--- config.mk ---
export PLATFORM = sky130hd
export DESIGN_NAME = heading_dead_reckoning_integrator
export DESIGN_NICKNAME = d
export VERILOG_FILES = /design/src/hdri_pkg.sv /design/src/heading_dead_reckoning_integrator.sv
export SDC_FILE = /design/constraint.sdc
export NUM_CORES = 2
export LEC_CHECK = 0
export BUFFER_PORTS_ARGS = -buffer_cell sky130_fd_sc_hd__buf_4
export CORE_ASPECT_RATIO = 1.5
export CORE_MARGIN = 4
export CORE_UTILIZATION = 50
export CTS_BUF_LIST = sky130_fd_sc_hd__clkbuf_4
export DETAILED_ROUTE_END_ITERATION = 8
export PLACE_DENSITY = 0.66
export SLEW_MARGIN = 20
export SYNTH_ARGS = -nofsm -noshare
export SYNTH_HDL_FRONTEND = slang
export SYNTH_SLANG_ARGS = --single-unit
export TNS_END_PERCENT = 20
--- constraint.sdc ---
create_clock -name clk -period 13.1 [get_ports clk]
set_input_delay 2.62 -clock clk [delete_from_list [all_inputs] [get_ports clk]]
set_output_delay 2.62 -clock clk [all_outputs]
set_load 0.1 [all_outputs]
--- src/hdri_pkg.sv ---
// Shared constants, CORDIC arctangent table and saturation helper for the
// heading dead reckoning integrator.
// No dependencies.
package hdri_pkg;

  localparam int CORDIC_STEPS_DEF = 16;
  localparam int FRAC_BITS_DEF    = 16;

  // configuration register indexes
  localparam logic REG_DECLINATION = 1'b0;
  localparam logic REG_ACCEL_SCALE = 1'b1;

  localparam logic [23:0] ACCEL_SCALE_RST = 24'd1023;

  // shift-add multiplier and restoring divider sizes
  localparam int MUL_BITS = 20;
  localparam int DIV_BITS = 60;

  localparam logic [19:0] G_Q16       = 20'd642689;   // 9.80665 in Q16
  localparam logic [21:0] US_PER_S    = 22'd1000000;
  localparam logic [21:0] TWO_US_PER_S = 22'd2000000;

  localparam logic signed [35:0] CORDIC_K_Q30 = 36'sd652032874;

  typedef logic signed [47:0] wide_t;

  // arctangent of 2^-i in units of 2^-32 turn
  function automatic logic [31:0] atan_turn(input logic [4:0] idx);
    logic [31:0] t;
    case (idx)
      5'd0:    t = 32'd536870912;
      5'd1:    t = 32'd316933406;
      5'd2:    t = 32'd167458907;
      5'd3:    t = 32'd85004756;
      5'd4:    t = 32'd42667331;
      5'd5:    t = 32'd21354465;
      5'd6:    t = 32'd10679838;
      5'd7:    t = 32'd5340245;
      5'd8:    t = 32'd2670163;
      5'd9:    t = 32'd1335087;
      5'd10:   t = 32'd667544;
      5'd11:   t = 32'd333772;
      5'd12:   t = 32'd166886;
      5'd13:   t = 32'd83443;
      5'd14:   t = 32'd41721;
      5'd15:   t = 32'd20860;
      5'd16:   t = 32'd10430;
      5'd17:   t = 32'd5215;
      5'd18:   t = 32'd2607;
      5'd19:   t = 32'd1303;
      5'd20:   t = 32'd651;
      5'd21:   t = 32'd325;
      5'd22:   t = 32'd162;
      5'd23:   t = 32'd81;
      default: t = 32'd0;
    endcase
    return t;
  endfunction

  function automatic logic signed [31:0] sat32(input wide_t v);
    logic signed [31:0] r;
    if (v > 48'sd2147483647) begin
      r = 32'sh7fffffff;
    end else if (v < -48'sd2147483648) begin
      r = 32'sh80000000;
    end else begin
      r = v[31:0];
    end
    return r;
  endfunction

endpackage

--- src/heading_dead_reckoning_integrator.sv ---
// One transaction at a time. A moving transaction runs a CORDIC vectoring pass
// (none when mag_y is zero) and a rotation pass, then the shared bit-serial unit:
// one multiplier bit or one quotient bit per cycle (20-bit multiplies, 60-bit
// divides). A still transaction goes straight to the output register.
// Reset (synchronous, rst_n low) zeroes velocities, positions and heading, sets
// declination 0 and accel_scale 1023, and empties the output register.
// Top level: compass heading, CORDIC sin/cos and trapezoid integration.
// Depends on hdri_pkg.
module heading_dead_reckoning_integrator #(
  parameter int CORDIC_STEPS = hdri_pkg::CORDIC_STEPS_DEF,
  parameter int FRAC_BITS    = hdri_pkg::FRAC_BITS_DEF
) (
  input  logic               clk,
  input  logic               rst_n,
  input  logic               in_valid,
  output logic               in_ready,
  input  logic               in_moving,
  input  logic               in_restart,
  input  logic signed [15:0] in_mag_x,
  input  logic signed [15:0] in_mag_y,
  input  logic signed [15:0] in_accel_forward,
  input  logic [19:0]        in_elapsed_us,
  output logic               out_valid,
  input  logic               out_ready,
  output logic [15:0]        out_heading_angle,
  output logic signed [31:0] out_east_position,
  output logic signed [31:0] out_north_position,
  input  logic               cfg_we,
  input  logic               cfg_index,
  input  logic [23:0]        cfg_wdata
);

  localparam logic [3:0] S_IDLE = 4'd0;
  localparam logic [3:0] S_VEC  = 4'd1;
  localparam logic [3:0] S_ROTI = 4'd2;
  localparam logic [3:0] S_ROT  = 4'd3;
  localparam logic [3:0] S_MACC = 4'd4;
  localparam logic [3:0] S_MG   = 4'd5;
  localparam logic [3:0] S_MAX  = 4'd6;
  localparam logic [3:0] S_MDV  = 4'd7;
  localparam logic [3:0] S_DDV  = 4'd8;
  localparam logic [3:0] S_SUM  = 4'd9;
  localparam logic [3:0] S_MDP  = 4'd10;
  localparam logic [3:0] S_DDP  = 4'd11;
  localparam logic [3:0] S_DONE = 4'd12;

  localparam int DN = (FRAC_BITS < 20) ? 20 - FRAC_BITS : 0;
  localparam int UP = (FRAC_BITS > 20) ? FRAC_BITS - 20 : 0;
  localparam logic [43:0] DV_HALF = (DN == 0) ? 44'd0 : (44'd1 << ((DN > 0) ? DN - 1 : 0));

  localparam logic signed [33:0] Z_Q30 = 34'sd1073741824;
  localparam logic signed [33:0] Z_Q31 = 34'sd2147483648;

  // control state
  logic [3:0]         state_r, state_nxt;
  logic [5:0]         cnt_r, cnt_nxt;
  logic               axis_r, axis_nxt;
  logic [15:0]        decl_r, decl_nxt;
  logic [23:0]        scale_r, scale_nxt;
  logic signed [31:0] ev_r, ev_nxt, nv_r, nv_nxt, ep_r, ep_nxt, np_r, np_nxt;
  logic [15:0]        head_r, head_nxt;
  logic               out_valid_r, out_valid_nxt;

  // datapath
  logic signed [15:0] accel_r, accel_nxt;
  logic [19:0]        us_r, us_nxt;
  logic signed [35:0] cx_r, cx_nxt, cy_r, cy_nxt;
  logic signed [33:0] cz_r, cz_nxt;
  logic               flip_r, flip_nxt;
  logic [16:0]        s_mag_r, s_mag_nxt, c_mag_r, c_mag_nxt;
  logic               s_neg_r, s_neg_nxt, c_neg_r, c_neg_nxt;
  logic [39:0]        a_mag_r, a_mag_nxt;
  logic               a_neg_r, a_neg_nxt, ax_neg_r, ax_neg_nxt, sum_neg_r, sum_neg_nxt;
  logic signed [31:0] v2_r, v2_nxt;
  logic [39:0]        a_r, a_nxt;
  logic [19:0]        b_r, b_nxt;
  logic [59:0]        p_r, p_nxt;
  logic [20:0]        rem_r, rem_nxt;
  logic [15:0]        out_head_r, out_head_nxt;
  logic signed [31:0] out_east_r, out_east_nxt, out_north_r, out_north_nxt;

  // combinational helpers
  logic               in_fire;
  logic [4:0]         step_i;
  logic               plus;
  logic signed [35:0] dx, dy, x0, y0, cabs, sabs;
  logic signed [33:0] tval, z0;
  logic [59:0]        mul_step, rnd_sum;
  logic [21:0]        r_sh, dsr;
  logic               ge;
  logic [15:0]        raw;
  logic [31:0]        acc_rnd;
  logic [16:0]        acc_abs;
  logic [43:0]        dv_mag;
  logic signed [45:0] dv_s;
  logic signed [31:0] v_old, p_old, v2_w, pos_w;
  logic signed [32:0] vsum;
  logic [32:0]        vsum_abs;
  logic signed [34:0] dp_s;
  logic [35:0]        cabs_rnd, sabs_rnd;

  assign in_ready  = (state_r == S_IDLE);
  assign in_fire   = in_valid && in_ready;
  assign out_valid = out_valid_r;
  assign out_heading_angle  = out_head_r;
  assign out_east_position  = out_east_r;
  assign out_north_position = out_north_r;

  always_comb begin
    step_i   = 5'(CORDIC_STEPS - int'(cnt_r));
    dx       = cy_r >>> step_i;
    dy       = cx_r >>> step_i;
    tval     = $signed({2'b00, hdri_pkg::atan_turn(step_i)});
    plus     = (state_r == S_VEC) ? (cy_r > 36'sd0) : (cz_r < 34'sd0);
    mul_step = {p_r[58:0], 1'b0} + (b_r[19] ? 60'(a_r) : 60'd0);
    dsr      = (state_r == S_DDV) ? hdri_pkg::US_PER_S : hdri_pkg::TWO_US_PER_S;
    r_sh     = {rem_r, p_r[59]};
    ge       = (r_sh >= dsr);
    x0       = $signed({{4{in_mag_y[15]}}, in_mag_y, 16'h0000});
    y0       = -$signed({{4{in_mag_x[15]}}, in_mag_x, 16'h0000});
    acc_rnd  = cz_r[31:0] + 32'h0000_8000;
    raw      = acc_rnd[31:16];
    z0       = $signed({{2{head_r[15]}}, head_r, 16'h0000});
    cabs     = cx_r[35] ? -cx_r : cx_r;
    sabs     = cy_r[35] ? -cy_r : cy_r;
    cabs_rnd = 36'(cabs) + 36'd8192;
    sabs_rnd = 36'(sabs) + 36'd8192;
    acc_abs  = accel_r[15] ? 17'(-{accel_r[15], accel_r}) : {1'b0, accel_r};
    rnd_sum  = p_r + ((state_r == S_MG) ? 60'd524288 : 60'd32768);
    dv_mag   = ((44'(p_r[39:0]) + DV_HALF) >> DN) << UP;
    dv_s     = ax_neg_r ? -$signed({2'b00, dv_mag}) : $signed({2'b00, dv_mag});
    v_old    = axis_r ? nv_r : ev_r;
    p_old    = axis_r ? np_r : ep_r;
    v2_w     = hdri_pkg::sat32(hdri_pkg::wide_t'(v_old) + hdri_pkg::wide_t'(dv_s));
    vsum     = 33'(v_old) + 33'(v2_r);
    vsum_abs = vsum[32] ? 33'(-vsum) : 33'(vsum);
    dp_s     = sum_neg_r ? -$signed({1'b0, p_r[33:0]}) : $signed({1'b0, p_r[33:0]});
    pos_w    = hdri_pkg::sat32(hdri_pkg::wide_t'(p_old) + hdri_pkg::wide_t'(dp_s));
  end

  always_comb begin
    state_nxt = state_r;   cnt_nxt = cnt_r;       axis_nxt = axis_r;
    decl_nxt = decl_r;     scale_nxt = scale_r;
    ev_nxt = ev_r; nv_nxt = nv_r; ep_nxt = ep_r; np_nxt = np_r;
    head_nxt = head_r;     out_valid_nxt = out_valid_r && !out_ready;
    accel_nxt = accel_r;   us_nxt = us_r;
    cx_nxt = cx_r; cy_nxt = cy_r; cz_nxt = cz_r; flip_nxt = flip_r;
    s_mag_nxt = s_mag_r; c_mag_nxt = c_mag_r; s_neg_nxt = s_neg_r; c_neg_nxt = c_neg_r;
    a_mag_nxt = a_mag_r; a_neg_nxt = a_neg_r; ax_neg_nxt = ax_neg_r;
    sum_neg_nxt = sum_neg_r; v2_nxt = v2_r;
    a_nxt = a_r; b_nxt = b_r; p_nxt = p_r; rem_nxt = rem_r;
    out_head_nxt = out_head_r; out_east_nxt = out_east_r; out_north_nxt = out_north_r;

    if (cfg_we) begin
      if (cfg_index == hdri_pkg::REG_DECLINATION) begin
        decl_nxt = cfg_wdata[15:0];
      end else begin
        scale_nxt = cfg_wdata;
      end
    end

    case (state_r)
      S_IDLE: begin
        if (in_fire) begin
          accel_nxt = in_accel_forward;
          us_nxt    = in_elapsed_us;
          if (in_restart) begin
            ev_nxt = '0; nv_nxt = '0; ep_nxt = '0; np_nxt = '0; head_nxt = '0;
          end
          if (!in_moving) begin
            ev_nxt = '0; nv_nxt = '0;
            state_nxt = S_DONE;
          end else if (in_mag_y == 16'sd0) begin
            // vector on the x axis: straight half turn or zero
            head_nxt  = ((in_mag_x > 16'sd0) ? 16'h8000 : 16'h0000) - decl_r;
            state_nxt = S_ROTI;
          end else begin
            // fold the left half plane over before vectoring
            cx_nxt    = in_mag_y[15] ? -x0 : x0;
            cy_nxt    = in_mag_y[15] ? -y0 : y0;
            cz_nxt    = in_mag_y[15] ? 34'sh0_8000_0000 : 34'sd0;
            cnt_nxt   = 6'(CORDIC_STEPS);
            state_nxt = S_VEC;
          end
        end
      end
      S_VEC, S_ROT: begin
        if (cnt_r != 6'd0) begin
          cx_nxt  = plus ? cx_r + dx : cx_r - dx;
          cy_nxt  = plus ? cy_r - dy : cy_r + dy;
          cz_nxt  = plus ? cz_r + tval : cz_r - tval;
          cnt_nxt = cnt_r - 6'd1;
        end else if (state_r == S_VEC) begin
          head_nxt  = raw - decl_r;
          state_nxt = S_ROTI;
        end else begin
          c_mag_nxt = cabs_rnd[30:14];
          s_mag_nxt = sabs_rnd[30:14];
          c_neg_nxt = flip_r ^ cx_r[35];
          s_neg_nxt = flip_r ^ cy_r[35];
          a_neg_nxt = accel_r[15];
          a_nxt     = 40'(scale_r);
          b_nxt     = 20'(acc_abs);
          p_nxt     = '0;
          cnt_nxt   = 6'(hdri_pkg::MUL_BITS);
          state_nxt = S_MACC;
        end
      end
      S_ROTI: begin
        // fold into the right half plane; negate the result afterwards
        flip_nxt = 1'b0;
        cz_nxt   = z0;
        if (z0 > Z_Q30) begin
          cz_nxt = z0 - Z_Q31; flip_nxt = 1'b1;
        end else if (z0 < -Z_Q30) begin
          cz_nxt = z0 + Z_Q31; flip_nxt = 1'b1;
        end
        cx_nxt    = hdri_pkg::CORDIC_K_Q30;
        cy_nxt    = '0;
        cnt_nxt   = 6'(CORDIC_STEPS);
        state_nxt = S_ROT;
      end
      S_MACC, S_MG, S_MAX, S_MDV, S_MDP: begin
        if (cnt_r != 6'd0) begin
          p_nxt   = mul_step;
          b_nxt   = {b_r[18:0], 1'b0};
          cnt_nxt = cnt_r - 6'd1;
        end else begin
          p_nxt   = '0;
          cnt_nxt = 6'(hdri_pkg::MUL_BITS);
          case (state_r)
            S_MACC: begin
              a_nxt     = p_r[39:0];
              b_nxt     = hdri_pkg::G_Q16;
              state_nxt = S_MG;
            end
            S_MG: begin
              a_mag_nxt  = rnd_sum[59:20];
              a_nxt      = rnd_sum[59:20];
              b_nxt      = {3'b000, s_mag_r};
              ax_neg_nxt = a_neg_r ^ s_neg_r;
              axis_nxt   = 1'b0;
              state_nxt  = S_MAX;
            end
            S_MAX: begin
              a_nxt     = rnd_sum[55:16];
              b_nxt     = us_r;
              state_nxt = S_MDV;
            end
            S_MDV: begin
              p_nxt     = p_r + 60'd500000;
              rem_nxt   = '0;
              cnt_nxt   = 6'(hdri_pkg::DIV_BITS);
              state_nxt = S_DDV;
            end
            default: begin
              p_nxt     = p_r + 60'd1000000;
              rem_nxt   = '0;
              cnt_nxt   = 6'(hdri_pkg::DIV_BITS);
              state_nxt = S_DDP;
            end
          endcase
        end
      end
      S_DDV, S_DDP: begin
        if (cnt_r != 6'd0) begin
          p_nxt   = {p_r[58:0], ge};
          rem_nxt = ge ? 21'(r_sh - dsr) : r_sh[20:0];
          cnt_nxt = cnt_r - 6'd1;
        end else if (state_r == S_DDV) begin
          v2_nxt    = v2_w;
          state_nxt = S_SUM;
        end else begin
          if (axis_r) begin
            np_nxt = pos_w; nv_nxt = v2_r;
            state_nxt = S_DONE;
          end else begin
            ep_nxt = pos_w; ev_nxt = v2_r;
            axis_nxt   = 1'b1;
            a_nxt      = a_mag_r;
            b_nxt      = {3'b000, c_mag_r};
            ax_neg_nxt = a_neg_r ^ c_neg_r;
            p_nxt      = '0;
            cnt_nxt    = 6'(hdri_pkg::MUL_BITS);
            state_nxt  = S_MAX;
          end
        end
      end
      S_SUM: begin
        a_nxt       = 40'(vsum_abs);
        b_nxt       = us_r;
        sum_neg_nxt = vsum[32];
        p_nxt       = '0;
        cnt_nxt     = 6'(hdri_pkg::MUL_BITS);
        state_nxt   = S_MDP;
      end
      S_DONE: begin
        // hold until the output register is free
        if (!out_valid_r || out_ready) begin
          out_head_nxt  = head_r;
          out_east_nxt  = ep_r;
          out_north_nxt = np_r;
          out_valid_nxt = 1'b1;
          state_nxt     = S_IDLE;
        end
      end
      default: state_nxt = S_IDLE;
    endcase
  end

  always_ff @(posedge clk) begin
    if (!rst_n) begin
      state_r <= S_IDLE;  cnt_r <= '0;  axis_r <= 1'b0;
      decl_r <= '0;       scale_r <= hdri_pkg::ACCEL_SCALE_RST;
      ev_r <= '0; nv_r <= '0; ep_r <= '0; np_r <= '0;
      head_r <= '0;       out_valid_r <= 1'b0;
    end else begin
      state_r <= state_nxt; cnt_r <= cnt_nxt; axis_r <= axis_nxt;
      decl_r <= decl_nxt;   scale_r <= scale_nxt;
      ev_r <= ev_nxt; nv_r <= nv_nxt; ep_r <= ep_nxt; np_r <= np_nxt;
      head_r <= head_nxt;   out_valid_r <= out_valid_nxt;
    end
  end

  always_ff @(posedge clk) begin
    accel_r <= accel_nxt; us_r <= us_nxt;
    cx_r <= cx_nxt; cy_r <= cy_nxt; cz_r <= cz_nxt; flip_r <= flip_nxt;
    s_mag_r <= s_mag_nxt; c_mag_r <= c_mag_nxt; s_neg_r <= s_neg_nxt; c_neg_r <= c_neg_nxt;
    a_mag_r <= a_mag_nxt; a_neg_r <= a_neg_nxt; ax_neg_r <= ax_neg_nxt;
    sum_neg_r <= sum_neg_nxt; v2_r <= v2_nxt;
    a_r <= a_nxt; b_r <= b_nxt; p_r <= p_nxt; rem_r <= rem_nxt;
    out_head_r <= out_head_nxt; out_east_r <= out_east_nxt; out_north_r <= out_north_nxt;
  end

  a_busy_after_accept: assert property (@(posedge clk) disable iff (!rst_n)
    in_valid && in_ready |=> !in_ready)
    else $error("input taken while a transaction is in flight");

  a_result_from_done: assert property (@(posedge clk) disable iff (!rst_n)
    $rose(out_valid_r) |-> $past(state_r == S_DONE))
    else $error("result shown without finishing the sequence");

  a_count_bound: assert property (@(posedge clk) disable iff (!rst_n)
    cnt_r <= 6'(hdri_pkg::DIV_BITS))
    else $error("step counter out of range");

  a_sum_after_divide: assert property (@(posedge clk) disable iff (!rst_n)
    state_r == S_SUM |-> $past(state_r == S_DDV))
    else $error("velocity sum entered out of order");

endmodule

# Word level (Yosys, flattened, before mapping)
# Memory sizes are Yosys's and may differ from the RTL's.
# Cells that the tools add are included.
# totals
reg_bits	671
rom_bits	960
inputBits	100
out_inout_bits	82
word_cells	292
n_memories	1
# op_classes
add_sub_neg	33
order_cmp	10
eq_ne	35
shifts	2
n_mux	132
bitwise	7
reduce_logical	39
# mem_list
name	words	word_bits	read_ports	rd_ports_with_merged_regs	write_ports	line_no	rtl
(no name shown)	32	30	1	0	0	hdri_pkg.sv:30	case (idx)
# op_table
cell	count
$mux W32	22
$mux W36	12
$mux W60	6
$mux W40	7
$pmux W32 S2	4
$pmux W60 S4	1
$mux W34	7
$pmux W36 S3	2
$pmux W40 S4	1
$mux W20	7
$pmux W40 S3	1
$pmux W60 S2	1
$mux W16	7
$mux W21	5
$pmux W34 S3	1
$pmux W20 S4	1
$add A36 B36 Y36	2
$neg A32 Y36	2
$sshr A36 B5 Y36	2
$sub A36 B36 Y36	2
$add A31 B14 Y31 const B	2
$mux W31	2
$neg A31 Y31	2
$add A60 B19 Y60 const B	1
78 further kinds	158

# Logic depth before layout (Yosys ltp)
# depth
depth_word	10
mapped_depth	37
ltp_nobuf	28

# Least setup slack after synthesis
# No wires, ideal clock.
# synth_timing
path_kind	input-to-reg
startpoint	input out_ready
endpoint	register out_east_r[0] (netlist: out_east_position[0]) (enable)
setup_ns	0.715
t_arrival_ns	10.229
required_ns	12.385
setup_slack_ns	2.156
path_stages	2
n_path_buf	0
cell_sequence	nor2b_1 > nor4_1
# synth_between
elab_chain_cells	2
# synth_rtl
item	line_no	rtl
start: declaration	heading_dead_reckoning_integrator.sv:24	input logic out_ready,
$logic_or A1 B1 Y1	heading_dead_reckoning_integrator.sv:299	if (!out_valid_r || out_ready) begin
$reduce_and A2 Y1 (no source line)	--	
end signal: assignment	heading_dead_reckoning_integrator.sv:332	out_head_r <= out_head_nxt; out_east_r <= out_east_nxt; out_north_r <= out_north_nxt;
end: declaration	heading_dead_reckoning_integrator.sv:80	logic signed [31:0] out_east_r, out_east_nxt, out_north_r, out_north_nxt;
# No other way between the ends.
# A chain may end at the register's enable or synchronous reset.

# Worst setup path in the final report
# layout_timing
startpoint	register cnt_r[0]
endpoint	register cy_r[35] (data pin)
# layout_between
elab_chain_cells	6
word_cells_on_any_way	7
cone_classes	add/sub: 3; shift: 1; mux: 3
# layout_rtl
item	line_no	rtl
start: declaration	heading_dead_reckoning_integrator.sv:56	logic [5:0] cnt_r, cnt_nxt;
start signal: assignment	heading_dead_reckoning_integrator.sv:318	state_r <= state_nxt; cnt_r <= cnt_nxt; axis_r <= axis_nxt;
$sub A5 B5 Y5 (*)	heading_dead_reckoning_integrator.sv:110	step_i = 5'(CORDIC_STEPS - int'(cnt_r));
$sshr A36 B5 Y36 (*)	heading_dead_reckoning_integrator.sv:112	dy = cx_r >>> step_i;
$add A36 B36 Y36 / $sub A36 B36 Y36 (equally long branches)	heading_dead_reckoning_integrator.sv:190	cy_nxt = plus ? cy_r - dy : cy_r + dy;
$mux W36 (*)	heading_dead_reckoning_integrator.sv:190	
$mux W36 (*)	heading_dead_reckoning_integrator.sv:188	if (cnt_r != 6'd0) begin
$pmux W36 S3 (*)	heading_dead_reckoning_integrator.sv:162	case (state_r)
named net cy_nxt[35]	heading_dead_reckoning_integrator.sv:67	logic signed [35:0] cx_r, cx_nxt, cy_r, cy_nxt;
end signal: assignment	heading_dead_reckoning_integrator.sv:327	cx_r <= cx_nxt; cy_r <= cy_nxt; cz_r <= cz_nxt; flip_r <= flip_nxt;
end: declaration	heading_dead_reckoning_integrator.sv:67	
# The timed path passes the listed nets; every way through them passes the cells marked *. The select of a mux whose other input is x is not followed.

==> impl_metrics.ini <==
[clock_tree]
cts_resized = 0
clock_transition_at_the_registers_of_the_reported_paths_ps = 90
clock_tree.htree_level_count = 4
cts_num_sinks = 671
maximum_number_of_buffers_from_clock_root_to_sink = 3
clock-root-buffer = sky130_fd_sc_hd__clkbuf_4
cts_tree = yes
cts-hold-fix-buffers = 0
tritoncts.num_buffers = 176
clock_latency_on_the_worst_skew_pair_ps = 1220
post-cts-setup-buffer-count = 0

[timing]
final-setup-viol-count = 0
timing.final.hold_violations = 0
drv_slew = 0
fmaxAchievable_mhz = 107
post-route-period-util_pct = 71.3
tns_ps = 0
grt_setup_unrepaired = false
worst_hold_margin_ps = 453
layout_min_cycle_time_ps = 9350
worst_slew_margin_rel_pct = 22.3
tightest_slew_ps = 1160
clock-skew-final_ps = 116

[cells_and_area]
final_layout_size_suffix_gt1_share_pct = 13.4
stdcell_count = 8807
final_nets = 7487
syn_to_final_growth_pct = 8.18
layout.cells.most_common_list = sky130_fd_sc_hd__nand2_1 (692), sky130_fd_sc_hd__o21ai_0 (506), sky130_fd_sc_hd__edfxtp_1 (475), sky130_fd_sc_hd__nor2_1 (468), sky130_fd_sc_hd__a21oi_1 (463)
layout_commonest_cell = sky130_fd_sc_hd__nand2_1
final_util_pct = 54.3

[floorplan]
coreArea_sq_um = 120000
fp.dieW_um = 292
floorplan.die_area_sq_um = 127000
pin_count = 182
dieHeight_um = 434
std_cell_rows = 156
initial_core_util_pct = 50.2

[routing]
dr_total_vias = 58110
top_signal_layer_used = met5
post_drt_wl_per_cell_um = 26.3
detailed_routing_wirelength_on_met1_mm = 78.6
drtPass1Iterations = 9
remaining_design_rule_violation_count = 0
postRouteAntennaNets = 0
met2RoutedLength_mm = 114
drt-vias-per-instance = 6.60
routed_wl_mm = 231
route.met3.wl_mm = 17.1
initialDrtViolationCount = 5916

[logic_synthesis]
postSynthNetCount = 7492
synth_top_flop_cell = sky130_fd_sc_hd__edfxtp_1
synth_fa_ha_area_share_pct = 6.77
synth_seq_cells = 671
post_synth_inst_count = 7071
yosysWarnings = 0
main_combinational_cell_family_by_area_after_synthesis = compound AO/OA/AOI/OAI gates
netlist.top_cell.by_area = sky130_fd_sc_hd__edfxtp_1
async_reset_ff_share_pct = 0
post_synth_main_area_contributors = sky130_fd_sc_hd__edfxtp_1 (24%), sky130_fd_sc_hd__dfxtp_1 (6.5%), sky130_fd_sc_hd__ha_1 (6.5%)
post_synth_xor_area_fraction_pct = 9.83
count_of_flip_flops_with_a_built_in_enable_after_synthesis = 475
synth_compound_area_share_pct = 23.7
area_fraction_of_the_dominant_cell_type_after_synthesis_pct = 23.6
synth.cell_area_sq_um = 60500
synth_seq_area_share_pct = 30.1
synth.distinct_cells = 111
synth_simple_gate_area_share_pct = 18.4
syn_avg_cell_area_sq_um = 8.56
synthMuxAreaShare_pct = 6.72

[global_routing]
number_of_global_route_vias_before_repair = 57240
globalRouteOverflowTotal = 0
globalRouteTotalUtil_pct = 35.1
wire_length_of_the_first_global_routing_pass_mm = 344
grt_start_max_net_pins = 100
grt_antenna_before_repair = 9

[setup_path]
worstSetupPathType = register to register
end_kind = register
cp_slowest_cell = sky130_fd_sc_hd__buf_4
max_stage_delay_ps = 790
critical_path.max_fanout = 57
critical_path_required_ps = 14020
critPathTopFamily = compound AO/OA/AOI/OAI gates
cp_num_buf_inv = 5
worst-endpoint-arrival_ps = 10270
setup.worst_path.start_class = register

[placed_design]
dp.final_hpwl_mm = 171
io_buffers = 181
post-place-cells = 8468
gp_congestion = 1.04

[outcome]
outcome = finished clean

[flow_run]
cap_viol_max_count = 0

[worst_hold_path]
hold_path.class = register to register
-- area by class of cell --
| type | count | area [sq um] |
|---|---|---|
| antenna | 11 | 27.5 |
| clock buffer | 251 | 1880 |
| clock inverter | 77 | 470 |
| fill | 11227 | 55000 |
| inverter | 192 | 722 |
| multi-input combinational | 5719 | 39900 |
| sequential | 671 | 18200 |
| tap | 1580 | 1980 |
| timing repair buffer | 306 | 2300 |
-- per-stage QoR --
stage	area, sq um	worst slack (ps)
after floorplan	60500	2160
after detailed placement	63100	3900
after global routing	65400	3200
final	65500	3750
after CTS	65400	3870
after global placement	63100	3910
-- per-layer routing --
layer  track usage, %  up-vias
met4             28.9        2
met2             61.9     2868
met3             6.58      991
li1                 -    26635
met5                0        -
met1             36.1    27614
-- cells by family after synthesis --
group | Yosys count
simple gates | 2286
buf+inv | 681
compound gates | 2144
xor+xnor | 677
flops | 671
fa+ha+maj | 322
mux | 290
-- registers in the layout, summed over array words and instances, names as in the netlist, 17 cells and up --
name,cells
p_r,60
ep_r,32
rem_r,21
v2_r,32
out_east_position,32
ev_r,32
cz_r,34
s_mag_r,17
a_r,40
b_r,20
c_mag_r,17
a_mag_r,40
np_r,32
us_r,20
cx_r,36
nv_r,32
scale_r,24
cy_r,36
out_north_position,32
-- synthesized netlist by cell type (25+ instances only) --
cell	number
sky130_fd_sc_hd__and3_1	74
sky130_fd_sc_hd__o21bai_1	35
sky130_fd_sc_hd__a221o_1	31
sky130_fd_sc_hd__a221oi_1	53
sky130_fd_sc_hd__nand3_1	257
sky130_fd_sc_hd__inv_1	185
sky130_fd_sc_hd__o31ai_1	62
sky130_fd_sc_hd__edfxtp_1	475
sky130_fd_sc_hd__or3_1	61
sky130_fd_sc_hd__buf_1	41
sky130_fd_sc_hd__nand4_1	81
sky130_fd_sc_hd__nor3_1	159
sky130_fd_sc_hd__a211oi_1	72
sky130_fd_sc_hd__o221a_2	62
sky130_fd_sc_hd__or4_1	25
sky130_fd_sc_hd__a21o_1	127
sky130_fd_sc_hd__o21a_1	85
sky130_fd_sc_hd__nor2b_1	82
sky130_fd_sc_hd__o22ai_1	69
sky130_fd_sc_hd__nand2_1	696
sky130_fd_sc_hd__mux4_2	80
sky130_fd_sc_hd__or2_2	32
sky130_fd_sc_hd__buf_2	42
sky130_fd_sc_hd__a21oi_1	466
sky130_fd_sc_hd__a22oi_1	35
sky130_fd_sc_hd__xor2_1	269
sky130_fd_sc_hd__xnor2_1	406
sky130_fd_sc_hd__o221ai_1	27
sky130_fd_sc_hd__o211ai_1	66
sky130_fd_sc_hd__nor2_1	480
sky130_fd_sc_hd__nor4_1	64
sky130_fd_sc_hd__mux2i_1	88
sky130_fd_sc_hd__nand2b_1	79
sky130_fd_sc_hd__and2_1	87
sky130_fd_sc_hd__mux2_2	118
sky130_fd_sc_hd__a31oi_1	89
sky130_fd_sc_hd__ha_1	312
sky130_fd_sc_hd__clkbuf_1	384
sky130_fd_sc_hd__o21ai_0	508
sky130_fd_sc_hd__a21boi_0	82
sky130_fd_sc_hd__dfxtp_1	196
-- path summary, 6_finish.rpt --
check | startpoint | to | slack, ps | cells after the start
setup / recovery | cnt_r[0] | cy_r[35] | 3750 | 26
setup reg to reg | cnt_r[0] | cy_r[35] | 3750 | 26
hold reg to reg | ev_r[23] | ev_r[23] | 450 | 2
hold / removal | ev_r[23] | ev_r[23] | 450 | 2
-- worst register-to-register path, cell delays in order, from the launching register on --
cell,delay [ps]
sky130_fd_sc_hd__dfxtp_4,450
sky130_fd_sc_hd__inv_2,80
sky130_fd_sc_hd__buf_4,570
sky130_fd_sc_hd__ha_1,470
sky130_fd_sc_hd__inv_1,160
sky130_fd_sc_hd__ha_4,700
sky130_fd_sc_hd__buf_4,790
sky130_fd_sc_hd__mux4_2,690
sky130_fd_sc_hd__mux4_2,540
sky130_fd_sc_hd__a22o_1,290
sky130_fd_sc_hd__nor4_2,210
sky130_fd_sc_hd__nand4b_1,330
sky130_fd_sc_hd__nor4_4,670
sky130_fd_sc_hd__a21oi_1,170
sky130_fd_sc_hd__xor2_1,180
sky130_fd_sc_hd__ha_1,320
sky130_fd_sc_hd__inv_1,110
sky130_fd_sc_hd__o21bai_1,100
sky130_fd_sc_hd__a2111oi_0,450
sky130_fd_sc_hd__o22ai_1,150
sky130_fd_sc_hd__nand2b_1,210
sky130_fd_sc_hd__o221a_2,300
sky130_fd_sc_hd__o311ai_0,410
sky130_fd_sc_hd__a21oi_1,170
sky130_fd_sc_hd__a311oi_1,340
sky130_fd_sc_hd__xnor2_1,160
sky130_fd_sc_hd__o21ai_1,70
Power is not shown: default switching activity piles up to over one toggle a cycle in this logic, so the estimate is an artifact.
